==> src/design/bpd_pkg.sv <==
`timescale 1ns / 1ps

package bpd_pkg;

   localparam int NUM_CHANNELS_DEF = 8;
   localparam int NUM_AXES_DEF     = 3;

   // Wide enough for the largest field count over the parameter range (1 + 16 + 4).
   localparam int FIELD_IDX_W = 5;
   localparam int OUT_IDX_W   = 4;
   localparam int CSR_ADDR_W  = 4;

   localparam logic [7:0]  HEADER_BYTE = 8'hA0;
   localparam logic [7:0]  FOOTER_BYTE = 8'hC0;

   localparam logic [31:0] CHANNEL_SCALE_RST = 32'd96000000;
   localparam logic [15:0] ACCEL_SCALE_RST   = 16'd2097;
   localparam logic [7:0]  JUMP_LIMIT_RST    = 8'd20;

   localparam logic [1:0] REG_CHANNEL_SCALE = 2'd0;
   localparam logic [1:0] REG_ACCEL_SCALE   = 2'd1;
   localparam logic [1:0] REG_JUMP_LIMIT    = 2'd2;

   typedef enum logic [2:0] {
      PH_HUNT,
      PH_SAMPLE,
      PH_CHAN,
      PH_ACCEL,
      PH_FOOT
   } phase_type;

   typedef enum logic [1:0] {
      KIND_SAMPLE,
      KIND_CHANNEL,
      KIND_ACCEL,
      KIND_RELEASE
   } item_kind_type;

   // A finished word (or a release mark) on its way to the field store.
   typedef struct packed {
      logic                   valid;
      item_kind_type          kind;
      logic [FIELD_IDX_W-1:0] idx;
      logic [23:0]            word;
   } word_item_type;

   typedef struct packed {
      logic                   valid;
      item_kind_type          kind;
      logic [FIELD_IDX_W-1:0] idx;
      logic [31:0]            data;
   } store_write_type;

endpackage

==> src/design/bpd_scale.sv <==
`timescale 1ns / 1ps

module bpd_scale import bpd_pkg::*; (
   input  logic            clock,
   input  logic            reset,
   input  word_item_type   item,
   input  logic [31:0]     channel_scale,
   input  logic [15:0]     accel_scale,
   output store_write_type store_wr
);

   word_item_type        s2_ff;
   logic [31:0]          s2_val_ff;
   logic [31:0]          s2_val_in;
   logic                 s2_neg_ff;
   logic                 s2_neg_in;

   logic                 chan_neg;
   logic [23:0]          chan_mag;
   logic [55:0]          chan_prod;
   logic signed [32:0]   accel_prod;

   // Channel words are scaled as magnitudes so the shift truncates toward zero.
   always_comb begin
      chan_neg   = item.word[23];
      chan_mag   = chan_neg ? (~item.word + 24'd1) : item.word;
      chan_prod  = 56'(chan_mag) * 56'(channel_scale);
      accel_prod = $signed(item.word[15:0]) * $signed({1'b0, accel_scale});
      s2_neg_in  = 1'b0;
      case (item.kind)
         KIND_SAMPLE: begin
            s2_val_in = {24'd0, item.word[7:0]};
         end
         KIND_CHANNEL: begin
            s2_val_in = {8'd0, chan_prod[55:32]};
            s2_neg_in = chan_neg;
         end
         KIND_ACCEL: begin
            s2_val_in = accel_prod[31:0];
         end
         default: begin
            s2_val_in = 32'd0;
         end
      endcase
   end

   always_ff @(posedge clock) begin
      if (reset) begin
         s2_ff.valid <= 1'b0;
      end else begin
         s2_ff.valid <= item.valid;
      end
      s2_ff.kind <= item.kind;
      s2_ff.idx  <= item.idx;
      s2_ff.word <= item.word;
      s2_val_ff  <= s2_val_in;
      s2_neg_ff  <= s2_neg_in;
   end

   always_comb begin
      store_wr.valid = s2_ff.valid;
      store_wr.kind  = s2_ff.kind;
      store_wr.idx   = s2_ff.idx;
      store_wr.data  = s2_neg_ff ? (32'd0 - s2_val_ff) : s2_val_ff;
   end

endmodule

==> src/design/biosignal_packet_deframer.sv <==
`timescale 1ns / 1ps

// Channel  Direction  Ports                                      Beat
// req      in         req_valid, req_stall, req_data_byte        one received byte
// rsp      out        rsp_valid, rsp_stall, rsp_field_index,     one packet field
//                     rsp_field_value, rsp_last_field
// csr      in/out     APB: psel, penable, pwrite, paddr, pwdata, one register write or read
//                     prdata, pready
//
// A byte is taken every cycle while req_stall is low; a word reaches the field store
// through the item register and the s2 register of the scaling pipeline.
// A good footer starts the drain once its release mark leaves the scaling pipeline;
// fields leave via read and response registers, one per cycle while rsp_stall is low.
// req_stall rises only when a byte of the next packet would overwrite a store entry that
// the drain has not yet read; that store port interlock is the only input throttle.
// Reset is synchronous; it returns the parser to the header hunt and loads register
// defaults. The field store needs no clearing pass.

module biosignal_packet_deframer import bpd_pkg::*; #(
   parameter int NUM_CHANNELS = NUM_CHANNELS_DEF,
   parameter int NUM_AXES     = NUM_AXES_DEF
) (
   input  logic                  clock,
   input  logic                  reset,

   input  logic                  req_valid,
   output logic                  req_stall,
   input  logic [7:0]            req_data_byte,

   output logic                  rsp_valid,
   input  logic                  rsp_stall,
   output logic [OUT_IDX_W-1:0]  rsp_field_index,
   output logic signed [31:0]    rsp_field_value,
   output logic                  rsp_last_field,

   input  logic                  csr_psel,
   input  logic                  csr_penable,
   input  logic                  csr_pwrite,
   input  logic [CSR_ADDR_W-1:0] csr_paddr,
   input  logic [31:0]           csr_pwdata,
   output logic [31:0]           csr_prdata,
   output logic                  csr_pready
);

   localparam int NUM_FIELDS = 1 + NUM_CHANNELS + NUM_AXES;
   localparam int AW         = $clog2(NUM_FIELDS);
   localparam int CW         = $clog2(NUM_CHANNELS + 1);
   localparam int XW         = $clog2(NUM_AXES + 1);

   // Configuration registers.
   logic [31:0] channel_scale_ff;
   logic [15:0] accel_scale_ff;
   logic [7:0]  jump_limit_ff;
   logic        csr_write;

   assign csr_pready = 1'b1;
   assign csr_write  = csr_psel && csr_penable && csr_pwrite && csr_pready;

   always_ff @(posedge clock) begin
      if (reset) begin
         channel_scale_ff <= CHANNEL_SCALE_RST;
         accel_scale_ff   <= ACCEL_SCALE_RST;
         jump_limit_ff    <= JUMP_LIMIT_RST;
      end else if (csr_write) begin
         case (csr_paddr[3:2])
            REG_CHANNEL_SCALE: channel_scale_ff <= csr_pwdata;
            REG_ACCEL_SCALE:   accel_scale_ff   <= csr_pwdata[15:0];
            REG_JUMP_LIMIT:    jump_limit_ff    <= csr_pwdata[7:0];
            default: ;
         endcase
      end
   end

   always_comb begin
      case (csr_paddr[3:2])
         REG_CHANNEL_SCALE: csr_prdata = channel_scale_ff;
         REG_ACCEL_SCALE:   csr_prdata = {16'd0, accel_scale_ff};
         REG_JUMP_LIMIT:    csr_prdata = {24'd0, jump_limit_ff};
         default:           csr_prdata = 32'd0;
      endcase
   end

   // Parser state.
   phase_type     phase_ff, phase_in;
   logic [1:0]    byte_cnt_ff, byte_cnt_in;
   logic [CW-1:0] chan_cnt_ff, chan_cnt_in;
   logic [XW-1:0] axis_cnt_ff, axis_cnt_in;
   logic [23:0]   word_ff, word_in;
   logic [7:0]    prev_sample_ff, prev_sample_in;
   word_item_type item_ff, item_in;

   logic                   req_accept;
   logic signed [9:0]      sample_diff;
   logic                   sample_drop;
   logic                   wr_pending;
   logic [FIELD_IDX_W-1:0] wr_idx;

   // Store side.
   store_write_type store_wr;
   logic [31:0]     field_mem [NUM_FIELDS];
   logic            drain_active_ff, drain_active_in;
   logic [AW-1:0]   drain_ptr_ff, drain_ptr_in;
   logic            rd_issue;
   logic            rd_valid_ff, rd_valid_in;
   logic [AW-1:0]   rd_idx_ff;
   logic            rd_last_ff;
   logic [31:0]     mem_q_ff;
   logic            rd_move;
   logic            rsp_valid_ff, rsp_valid_in;
   logic [OUT_IDX_W-1:0] rsp_idx_ff;
   logic [31:0]     rsp_value_ff;
   logic            rsp_last_ff;
   logic            release_busy;
   logic            hazard;

   assign req_accept = req_valid && !req_stall;

   // The index that the current byte would write, from state alone.
   always_comb begin
      wr_pending = 1'b0;
      wr_idx     = '0;
      case (phase_ff)
         PH_SAMPLE: begin
            wr_pending = 1'b1;
         end
         PH_CHAN: begin
            wr_pending = (byte_cnt_ff == 2'd2);
            wr_idx     = FIELD_IDX_W'(1) + FIELD_IDX_W'(chan_cnt_ff);
         end
         PH_ACCEL: begin
            wr_pending = (byte_cnt_ff == 2'd1);
            wr_idx     = FIELD_IDX_W'(1 + NUM_CHANNELS) + FIELD_IDX_W'(axis_cnt_ff);
         end
         default: ;
      endcase
   end

   // A release still in the pipeline means a drain starting at pointer zero.
   assign release_busy = (item_ff.valid && item_ff.kind == KIND_RELEASE)
                      || (store_wr.valid && store_wr.kind == KIND_RELEASE);
   assign hazard       = (drain_active_ff || release_busy) && wr_pending
                      && (wr_idx >= FIELD_IDX_W'(drain_ptr_ff));
   assign req_stall    = hazard;

   assign sample_diff = $signed({2'b00, req_data_byte}) - $signed({2'b00, prev_sample_ff});
   assign sample_drop = (req_data_byte == prev_sample_ff)
                     || (sample_diff > $signed({2'b00, jump_limit_ff}));

   always_comb begin
      phase_in       = phase_ff;
      byte_cnt_in    = byte_cnt_ff;
      chan_cnt_in    = chan_cnt_ff;
      axis_cnt_in    = axis_cnt_ff;
      word_in        = word_ff;
      prev_sample_in = prev_sample_ff;
      item_in.valid  = 1'b0;
      item_in.kind   = KIND_SAMPLE;
      item_in.idx    = wr_idx;
      item_in.word   = {16'd0, req_data_byte};
      if (req_accept) begin
         case (phase_ff)
            PH_HUNT: begin
               if (req_data_byte == HEADER_BYTE) begin
                  phase_in    = PH_SAMPLE;
                  byte_cnt_in = 2'd0;
                  chan_cnt_in = '0;
                  axis_cnt_in = '0;
                  word_in     = 24'd0;
               end
            end
            PH_SAMPLE: begin
               byte_cnt_in = 2'd0;
               chan_cnt_in = '0;
               axis_cnt_in = '0;
               word_in     = 24'd0;
               if (sample_drop) begin
                  phase_in = PH_HUNT;
               end else begin
                  phase_in       = PH_CHAN;
                  prev_sample_in = req_data_byte;
                  item_in.valid  = 1'b1;
               end
            end
            PH_CHAN: begin
               word_in     = {word_ff[15:0], req_data_byte};
               byte_cnt_in = byte_cnt_ff + 2'd1;
               if (byte_cnt_ff == 2'd2) begin
                  item_in.valid = 1'b1;
                  item_in.kind  = KIND_CHANNEL;
                  item_in.word  = {word_ff[15:0], req_data_byte};
                  chan_cnt_in   = chan_cnt_ff + CW'(1);
                  byte_cnt_in   = 2'd0;
                  word_in       = 24'd0;
                  if (chan_cnt_ff == CW'(NUM_CHANNELS - 1)) begin
                     axis_cnt_in = '0;
                     phase_in    = PH_ACCEL;
                  end
               end
            end
            PH_ACCEL: begin
               word_in     = {8'd0, word_ff[7:0], req_data_byte};
               byte_cnt_in = byte_cnt_ff + 2'd1;
               if (byte_cnt_ff == 2'd1) begin
                  item_in.valid = 1'b1;
                  item_in.kind  = KIND_ACCEL;
                  item_in.word  = {8'd0, word_ff[7:0], req_data_byte};
                  axis_cnt_in   = axis_cnt_ff + XW'(1);
                  byte_cnt_in   = 2'd0;
                  word_in       = 24'd0;
                  if (axis_cnt_ff == XW'(NUM_AXES - 1)) begin
                     phase_in = PH_FOOT;
                  end
               end
            end
            PH_FOOT: begin
               phase_in    = PH_HUNT;
               byte_cnt_in = 2'd0;
               chan_cnt_in = '0;
               axis_cnt_in = '0;
               word_in     = 24'd0;
               if (req_data_byte == FOOTER_BYTE) begin
                  item_in.valid = 1'b1;
                  item_in.kind  = KIND_RELEASE;
               end
            end
            default: begin
               phase_in    = PH_HUNT;
               byte_cnt_in = 2'd0;
               chan_cnt_in = '0;
               axis_cnt_in = '0;
               word_in     = 24'd0;
            end
         endcase
      end
   end

   always_ff @(posedge clock) begin
      if (reset) begin
         phase_ff       <= PH_HUNT;
         byte_cnt_ff    <= 2'd0;
         chan_cnt_ff    <= '0;
         axis_cnt_ff    <= '0;
         word_ff        <= 24'd0;
         prev_sample_ff <= 8'd0;
         item_ff.valid  <= 1'b0;
      end else begin
         phase_ff       <= phase_in;
         byte_cnt_ff    <= byte_cnt_in;
         chan_cnt_ff    <= chan_cnt_in;
         axis_cnt_ff    <= axis_cnt_in;
         word_ff        <= word_in;
         prev_sample_ff <= prev_sample_in;
         item_ff.valid  <= item_in.valid;
      end
      item_ff.kind <= item_in.kind;
      item_ff.idx  <= item_in.idx;
      item_ff.word <= item_in.word;
   end

   bpd_scale u_scale (
      .clock         (clock),
      .reset         (reset),
      .item          (item_ff),
      .channel_scale (channel_scale_ff),
      .accel_scale   (accel_scale_ff),
      .store_wr      (store_wr)
   );

   // Drain: one read per cycle while the read stage has room.
   assign rd_move  = rd_valid_ff && (!rsp_valid_ff || !rsp_stall);
   assign rd_issue = drain_active_ff && (!rd_valid_ff || rd_move);

   always_comb begin
      drain_active_in = drain_active_ff;
      drain_ptr_in    = drain_ptr_ff;
      if (store_wr.valid && store_wr.kind == KIND_RELEASE) begin
         drain_active_in = 1'b1;
         drain_ptr_in    = '0;
      end else if (rd_issue) begin
         if (drain_ptr_ff == AW'(NUM_FIELDS - 1)) begin
            drain_active_in = 1'b0;
            drain_ptr_in    = '0;
         end else begin
            drain_ptr_in = drain_ptr_ff + AW'(1);
         end
      end
      rd_valid_in = rd_issue || (rd_valid_ff && !rd_move);
      if (rd_move) begin
         rsp_valid_in = 1'b1;
      end else if (rsp_valid_ff && !rsp_stall) begin
         rsp_valid_in = 1'b0;
      end else begin
         rsp_valid_in = rsp_valid_ff;
      end
   end

   // A read and a write of the same entry in one cycle return the old contents.
   always_ff @(posedge clock) begin
      if (store_wr.valid && store_wr.kind != KIND_RELEASE) begin
         field_mem[store_wr.idx[AW-1:0]] <= store_wr.data;
      end
      if (rd_issue) begin
         mem_q_ff <= field_mem[drain_ptr_ff];
      end
   end

   always_ff @(posedge clock) begin
      if (reset) begin
         drain_active_ff <= 1'b0;
         drain_ptr_ff    <= '0;
         rd_valid_ff     <= 1'b0;
         rsp_valid_ff    <= 1'b0;
      end else begin
         drain_active_ff <= drain_active_in;
         drain_ptr_ff    <= drain_ptr_in;
         rd_valid_ff     <= rd_valid_in;
         rsp_valid_ff    <= rsp_valid_in;
      end
      if (rd_issue) begin
         rd_idx_ff  <= drain_ptr_ff;
         rd_last_ff <= (drain_ptr_ff == AW'(NUM_FIELDS - 1));
      end
      if (rd_move) begin
         rsp_idx_ff   <= OUT_IDX_W'(rd_idx_ff);
         rsp_value_ff <= mem_q_ff;
         rsp_last_ff  <= rd_last_ff;
      end
   end

   assign rsp_valid       = rsp_valid_ff;
   assign rsp_field_index = rsp_idx_ff;
   assign rsp_field_value = $signed(rsp_value_ff);
   assign rsp_last_field  = rsp_last_ff;

   // A new packet never writes an entry that the drain has yet to read.
   a_no_overwrite: assert property (@(posedge clock) disable iff (reset)
      (store_wr.valid && store_wr.kind != KIND_RELEASE && drain_active_ff)
      |-> (store_wr.idx < FIELD_IDX_W'(drain_ptr_ff)))
      else $error("field store entry overwritten before drain read it");

   // Every entry is rewritten before the next footer, so drains never overlap.
   a_release_idle: assert property (@(posedge clock) disable iff (reset)
      (store_wr.valid && store_wr.kind == KIND_RELEASE) |-> !drain_active_ff)
      else $error("packet released while previous drain still reading");

   a_rd_hold: assert property (@(posedge clock) disable iff (reset)
      (rd_valid_ff && !rd_move) |=> (rd_valid_ff && $stable(mem_q_ff)))
      else $error("read stage lost data while held");

   a_last_index: assert property (@(posedge clock) disable iff (reset)
      (rsp_valid && rsp_last_field) |-> (rsp_field_index == OUT_IDX_W'(NUM_FIELDS - 1)))
      else $error("last field flag on wrong field index");

   a_issue_busy: assert property (@(posedge clock) disable iff (reset)
      rd_issue |-> !(store_wr.valid && store_wr.kind == KIND_RELEASE))
      else $error("drain read issued while a release was arriving");

endmodule
==> config.mk <==
export PLATFORM = sky130hd
export DESIGN_NAME = biosignal_packet_deframer
export DESIGN_NICKNAME = d
export VERILOG_FILES = /design/src/design/bpd_pkg.sv /design/src/design/bpd_scale.sv /design/src/design/biosignal_packet_deframer.sv
export SDC_FILE = /design/constraint.sdc
export NUM_CORES = 2
export LEC_CHECK = 0
export CAP_MARGIN = 20
export CORE_MARGIN = 2
export CORE_UTILIZATION = 50
export DETAILED_ROUTE_END_ITERATION = 8
export DONT_BUFFER_PORTS = 1
export PLACE_DENSITY_LB_ADDON = 0.3
export SYNTH_ARGS = -nofsm -noshare
export SYNTH_HDL_FRONTEND = slang
export SYNTH_SLANG_ARGS = --single-unit
==> constraint.sdc <==
create_clock -name clock -period 9.6 [get_ports clock]
set_input_delay 1.92 -clock clock [delete_from_list [all_inputs] [get_ports clock]]
set_output_delay 1.92 -clock clock [all_outputs]
set_load 0.005 [all_outputs]
Yosys cells after proc, flatten, opt, wreduce, memory -nomap -nowiden
Memories as Yosys holds them, arrays and structs flattened. A register that Yosys moved wholly into a read port is not among the register bits. Index checks and enable logic that the tools add are counted.

Flip-flop bits (word level): 211. Bits in latches: 0. Bits in writable memories: 384. Memory bits (read-only): 0. Output and inout bits: 72. Memories: 1.

Memories: field_mem (depth 12, bits a word 32, read ports 1, clocked after Yosys merged registers in 1, wr ports 1, RTL line biosignal_packet_deframer.sv:100) `logic [31:0] field_mem [NUM_FIELDS];`.

Add/subtract/negate cells: 9. Multiply operators: 2. Div/mod/pow operators: 0. Magnitude comparators: 2. Equality and inequality tests: 24. Shifts and indexed selects: 0. Muxes and demuxes: 46. Bitwise gates (word level): 4. Reductions and logical operators: 40.

Operator list (count): case mux 32 bit (3 select lines) (2); 2-to-1 mux 16 bit (4); multiplier 24 x 32 -> 56 bit (1); 2-to-1 mux 24 bit (2); case mux 16 bit (3 select lines) (1); case mux 24 bit (2 select lines) (1); multiplier 16 x 17 -> 32 bit (1); 2-to-1 mux 32 bit (1); subtractor 1 x 32 -> 32 bit (first input constant) (1); adder 24 x 1 -> 24 bit (second input constant) (1); 2-to-1 mux 3 bit (8); inverter 24 bit (1); case mux 2 bit (3 select lines) (3); equality test 8 bit (second input constant) (2); 2-to-1 mux 2 bit (7); equality test 2 bit (second input constant) (6); logical AND 1 bit (12); 2-to-1 mux 4 bit (3); != test 2 bit (second input constant) (6); case mux 3 bit (4 select lines) (1); case mux 4 bit (3 select lines) (1); case mux 5 bit (2 select lines) (1); AND reduction 2 bit (5); greater-than comparator 9 bit (1); 28 further kinds (55).

Depth between registers and ports, before layout
Depth after elaboration: 10. Mapped depth: 33.

Cells and area by module
A second synthesis with hierarchy kept.

Cells, all modules: 5493. Area, all modules: 57635.3 sq um.

By module, submodules not included: bpd_scale (instances 1, cells an instance 4047, area an instance 34984.8 sq um, seq. area each 820.8 sq um); biosignal_packet_deframer (instances 1, cells an instance 1446, area an instance 22650.5 sq um, seq. area each 16355.7 sq um).

Worst setup path before layout
No wires, ideal clock.

Path kind: register to register. Start: reg item_ff[9] (netlist bit). End: reg u_scale.s2_val_ff[12]. Setup time: 117 ps. Arrival time: 8180 ps. Path slack: 1303 ps. Cell stages (with the launch flop): 29. Path buffers: 2. Path through: dfxtp_1 -> buf_6 -> or4_4 -> or4_4 -> or4_4 -> o31ai_4 -> xnor2_1 -> buf_2 -> nand2_1 -> fa_1 -> inv_1 -> fa_1 -> fa_1 -> fa_1 -> fa_1 -> fa_1 -> inv_1 -> fa_1 -> inv_1 -> ha_1 -> a21o_1 -> a311oi_1 -> o21bai_1 -> a21o_1 -> a21o_1 -> o32ai_1 -> o311a_1 -> xnor2_1 -> a22o_1.

Word-level cells in the longest chain between the ends: 5. Elaborated cells on any way between the ends: 6. Classes of those cells: add/sub (1); mul (2); mux (2); bitwise (1).

Ends and longest elaborated chain: start, declared (RTL line biosignal_packet_deframer.sv:90) `word_item_type item_ff, item_in;`; inverter 24 bit (RTL line bpd_scale.sv:26) `chan_mag = chan_neg ? (~item.word + 24'd1) : item.word;`; adder 24 x 1 -> 24 bit (RTL line bpd_scale.sv:26); 2-to-1 mux 24 bit (RTL line bpd_scale.sv:26); multiplier 24 x 32 -> 56 bit (RTL line bpd_scale.sv:27) `chan_prod = 56'(chan_mag) * 56'(channel_scale);`; case mux 32 bit (3 select lines) * (RTL line bpd_scale.sv:30) `case (item.kind)`; net u_scale.s2_val_in[12] (RTL line bpd_scale.sv:14) `logic [31:0] s2_val_in;`; end signal, assigned (RTL line bpd_scale.sv:56) `s2_val_ff <= s2_val_in;`; end, declared (RTL line bpd_scale.sv:13) `logic [31:0] s2_val_ff;`.

Mark *: on every way through the listed nets, which the timed path passes. The rest lies on a longest branch. A chain may end at the register's enable or synchronous reset.

Worst setup path after layout
Start: reg item_ff[8] (netlist bit). End: reg u_scale.s2_val_ff[10].

The elaborated chain is that of the path after synthesis.

==> metrics <==
status=finished, final reports clean; largest net degree at the start of global routing=106; final hold violation count=0; FFs w/ async S/R, synth=0%; CTS Buf Count=71; share of layout cells above drive strength 1=8.34%; FF-to-FF End=u_scale.s2_val_ff[10]; largest family of logic cells by synthesized area=adder cells; final WL=145 mm; Critical Path Source=item_ff[8]; total power=7.02 mW; r2r worst-path depth=30; clock period minus worst slack=9.22 ns; area of the multi-input gates=35300 µm²; register area=17100 µm²; TritonCTS clock tree=yes; crit path to=u_scale.s2_val_ff[10]; M1 GR Usage=34.1%; RD Place Congestion=0.898; Max Freq=0.108 GHz; dominant synthesized flop cell=edfxtp_1; mux cell area share after synthesis=4.51%; post-route design area=61700 µm²; sequential share of the synthesized area=30.0%; Starting DRT DRC Count=2638; syn_area_per_cell=10.5 µm²; gr ovfl total=0; Crit Path Class=reg -> reg; chip height=342 µm; first-pass GRT wire length=228 mm; gr usage total=25.4%; clk slew on worst S/H paths=0.06 ns; Adder-Cell Fraction of Synth Area=36.9%; Root Buffer=clkbuf_16; Core Area=113000 µm²; Die Wd=342 µm; synthesized flop and latch total=627; met3 Use GR=5.45%; final setup vio count=0; DP Worst Slack=0.0453 ns; area grow syn2layout=8.09%; CTS hold repair buffers=0; Vias/cell=5.53; WP data required=10.10 ns; Clock Latency Late Sink=0.67 ns; commonest non-fill, non-tap cells in the layout=1010 x inv_1, 927 x nand2_1, 852 x fa_1; DP HPWL=110 mm; Filler cells=9663; min-delay src=item_ff[26]; Total Die Area=117000 µm²; hold path depth=0; Max stage delay on crit path=0.60 ns; most common cell after layout, fill and taps aside=inv_1; final slew viol count=0; DRC Markers=0; FP Rows=123; initial antenna violation count=8; Avg WL per Cell=20.9 µm; CP arrival=9.72 ns; IO buf count=0; Slew headroom=21.3%; CP Launch Type=flip-flop; flop-to-flop setup slack=0.38 ns; yosys warns=0; most frequent CP cell=fa_1; number of synthesized flops with an enable pin=458; largest fanout on the critical path=10; CP max-delay cell=fa_1; H-tree level count=3; Syn Nets=6654; Fin Setup TNS=0 ns; RSZ-0062 raised after global routing=false; RR Startpoint=item_ff[8]; Synth Area in Compound Gates=4.69%; I/O pin cnt=123; Clock Path Buffers=3; Static Leak=27.0 nW; Pre-antenna DRT Iters=7; xor/xnor cell area share of the yosys netlist=1.52%; post-synthesis cell type count=77; worst min path class=reg -> reg; nets=6585; post-route ant nets=0; CP Capture Type=flip-flop; worst setup margin=0.379 ns; CTS sink count=627; clock skew=0.0497 ns; met2 Track Usage GR=41.6%; vias in the first global route=39800; Slew @ Worst Pin=1.17 ns; PD cells=114 nW/µm²; maximum vdd drop=0.150 mV; Final Cycle Share=96.0%; Mapped Cells=5430; Initial Utilization=50.6%; max cap viols=0; via count=38300; GRT Max-Usage Layer=met2; Placed Area=59200 µm²; area of the mapped netlist=57100 µm²; Post-Synth Simple-Gate Area=13.6%
worst min-delay path by stage:
stage | to | slack [ns]
2_1_floorplan | u_scale.store_wr[32] | 0.31
3_3_place_gp | u_scale.store_wr[33] | 0.31
3_5_place_dp | u_scale.store_wr[33] | 0.31
4_1_cts | u_scale.store_wr[34] | 0.31
5_1_grt | u_scale.store_wr[33] | 0.33
6_report | u_scale.store_wr[34] | 0.30
worst max-delay path: cells and delay by family, from the launching register on:
family	cells	cell delay, ns
flip-flops	1	0.31
AO/OA/AOI/OAI	8	1.95
buffers and inverters	6	0.76
XOR/XNOR	2	0.40
adder cells (fa/ha/maj)	8	3.81
AND/OR/NAND/NOR	6	1.84
cell usage after synthesis, drive strengths merged (14+ instances only):
library cell  instances  area share, %
inv                1012            6.7
a21oi               130            1.1
nand2b               50           0.55
nor2                139           0.91
clkbuf              261            1.7
o31ai                19           0.27
and2                312            3.5
dfxtp               169            5.9
mux4                 96            3.8
o211ai               14           0.18
edfxtp              458             24
buf                  42           0.33
o21ai                62           0.54
o21a                 20           0.26
xor2                 21           0.32
a31oi                40           0.44
nor2b                72           0.79
or3                  17           0.20
nor3                 26           0.25
nand2               927            6.1
mux2i                41           0.72
nand4                16           0.18
fa                  852             30
xnor2                78            1.2
nand3                35           0.31
ha                  321            7.0
nand3b               14           0.18
a21o                 37           0.49
registers in the layout, indices dropped and copies added, names as in the netlist, 2 cells and up:
| signal | count |
|---|---|
| byte_cnt_ff | 2 |
| item_ff | 31 |
| u_scale.store_wr | 7 |
| chan_cnt_ff | 4 |
| u_scale.s2_val_ff | 32 |
| accel_scale_ff | 16 |
| field_mem | 384 |
| axis_cnt_ff | 2 |
| phase_ff | 3 |
| mem_q_ff | 32 |
| rsp_field_index | 4 |
| jump_limit_ff | 8 |
| prev_sample_ff | 8 |
| drain_ptr_ff | 4 |
| rsp_field_value | 32 |
| rd_idx_ff | 4 |
| word_ff | 16 |
| channel_scale_ff | 32 |
per-layer routing:
metal	up-vias	part of all wire, %
met5	-	0.092
met4	18	3.1
met3	296	8.7
met2	1365	47
met1	19700	41
li1	16900	-
through the flow:
step,utilization (%),hold slack (ns),std cells
6_report,54.7,0.303,6920
5_1_grt,54.7,0.331,6919
4_1_cts,54.6,0.312,6902
3_5_place_dp,52.5,0.312,6771
3_3_place_gp,52.4,0.310,6769
2_1_floorplan,-,0.310,5430
layout make-up:
class	instances	share of cell area [%]
multi-input cells	3486	57.2
inverters	1014	6.17
clock buffers	83	3.02
clock inverters	48	0.862
flip-flops and latches	627	27.8
repair buffers	161	1.97
diodes	1	0.00406
well taps	1500	3.04
cell families after synthesis:
kind of cell	count (synthesis)
buf+inv	1317
other cells	1
fa+ha+maj	1173
xor+xnor	99
simple gates	1661
flops	627
compound gates	415
mux	137
power breakdown:
group / internal, mW / switching (mW) / total, mW
registers: 2.88 / 0.0197 / 2.90
clock network: 1.54 / 1.20 / 2.74
logic: 0.536 / 0.836 / 1.37
timing repair:
item	in CTS	in global routing
gates resized for setup	0	4
setup buffers	0	0
setup endpoints to repair	0	12
Power figures use the tool's default switching activity.
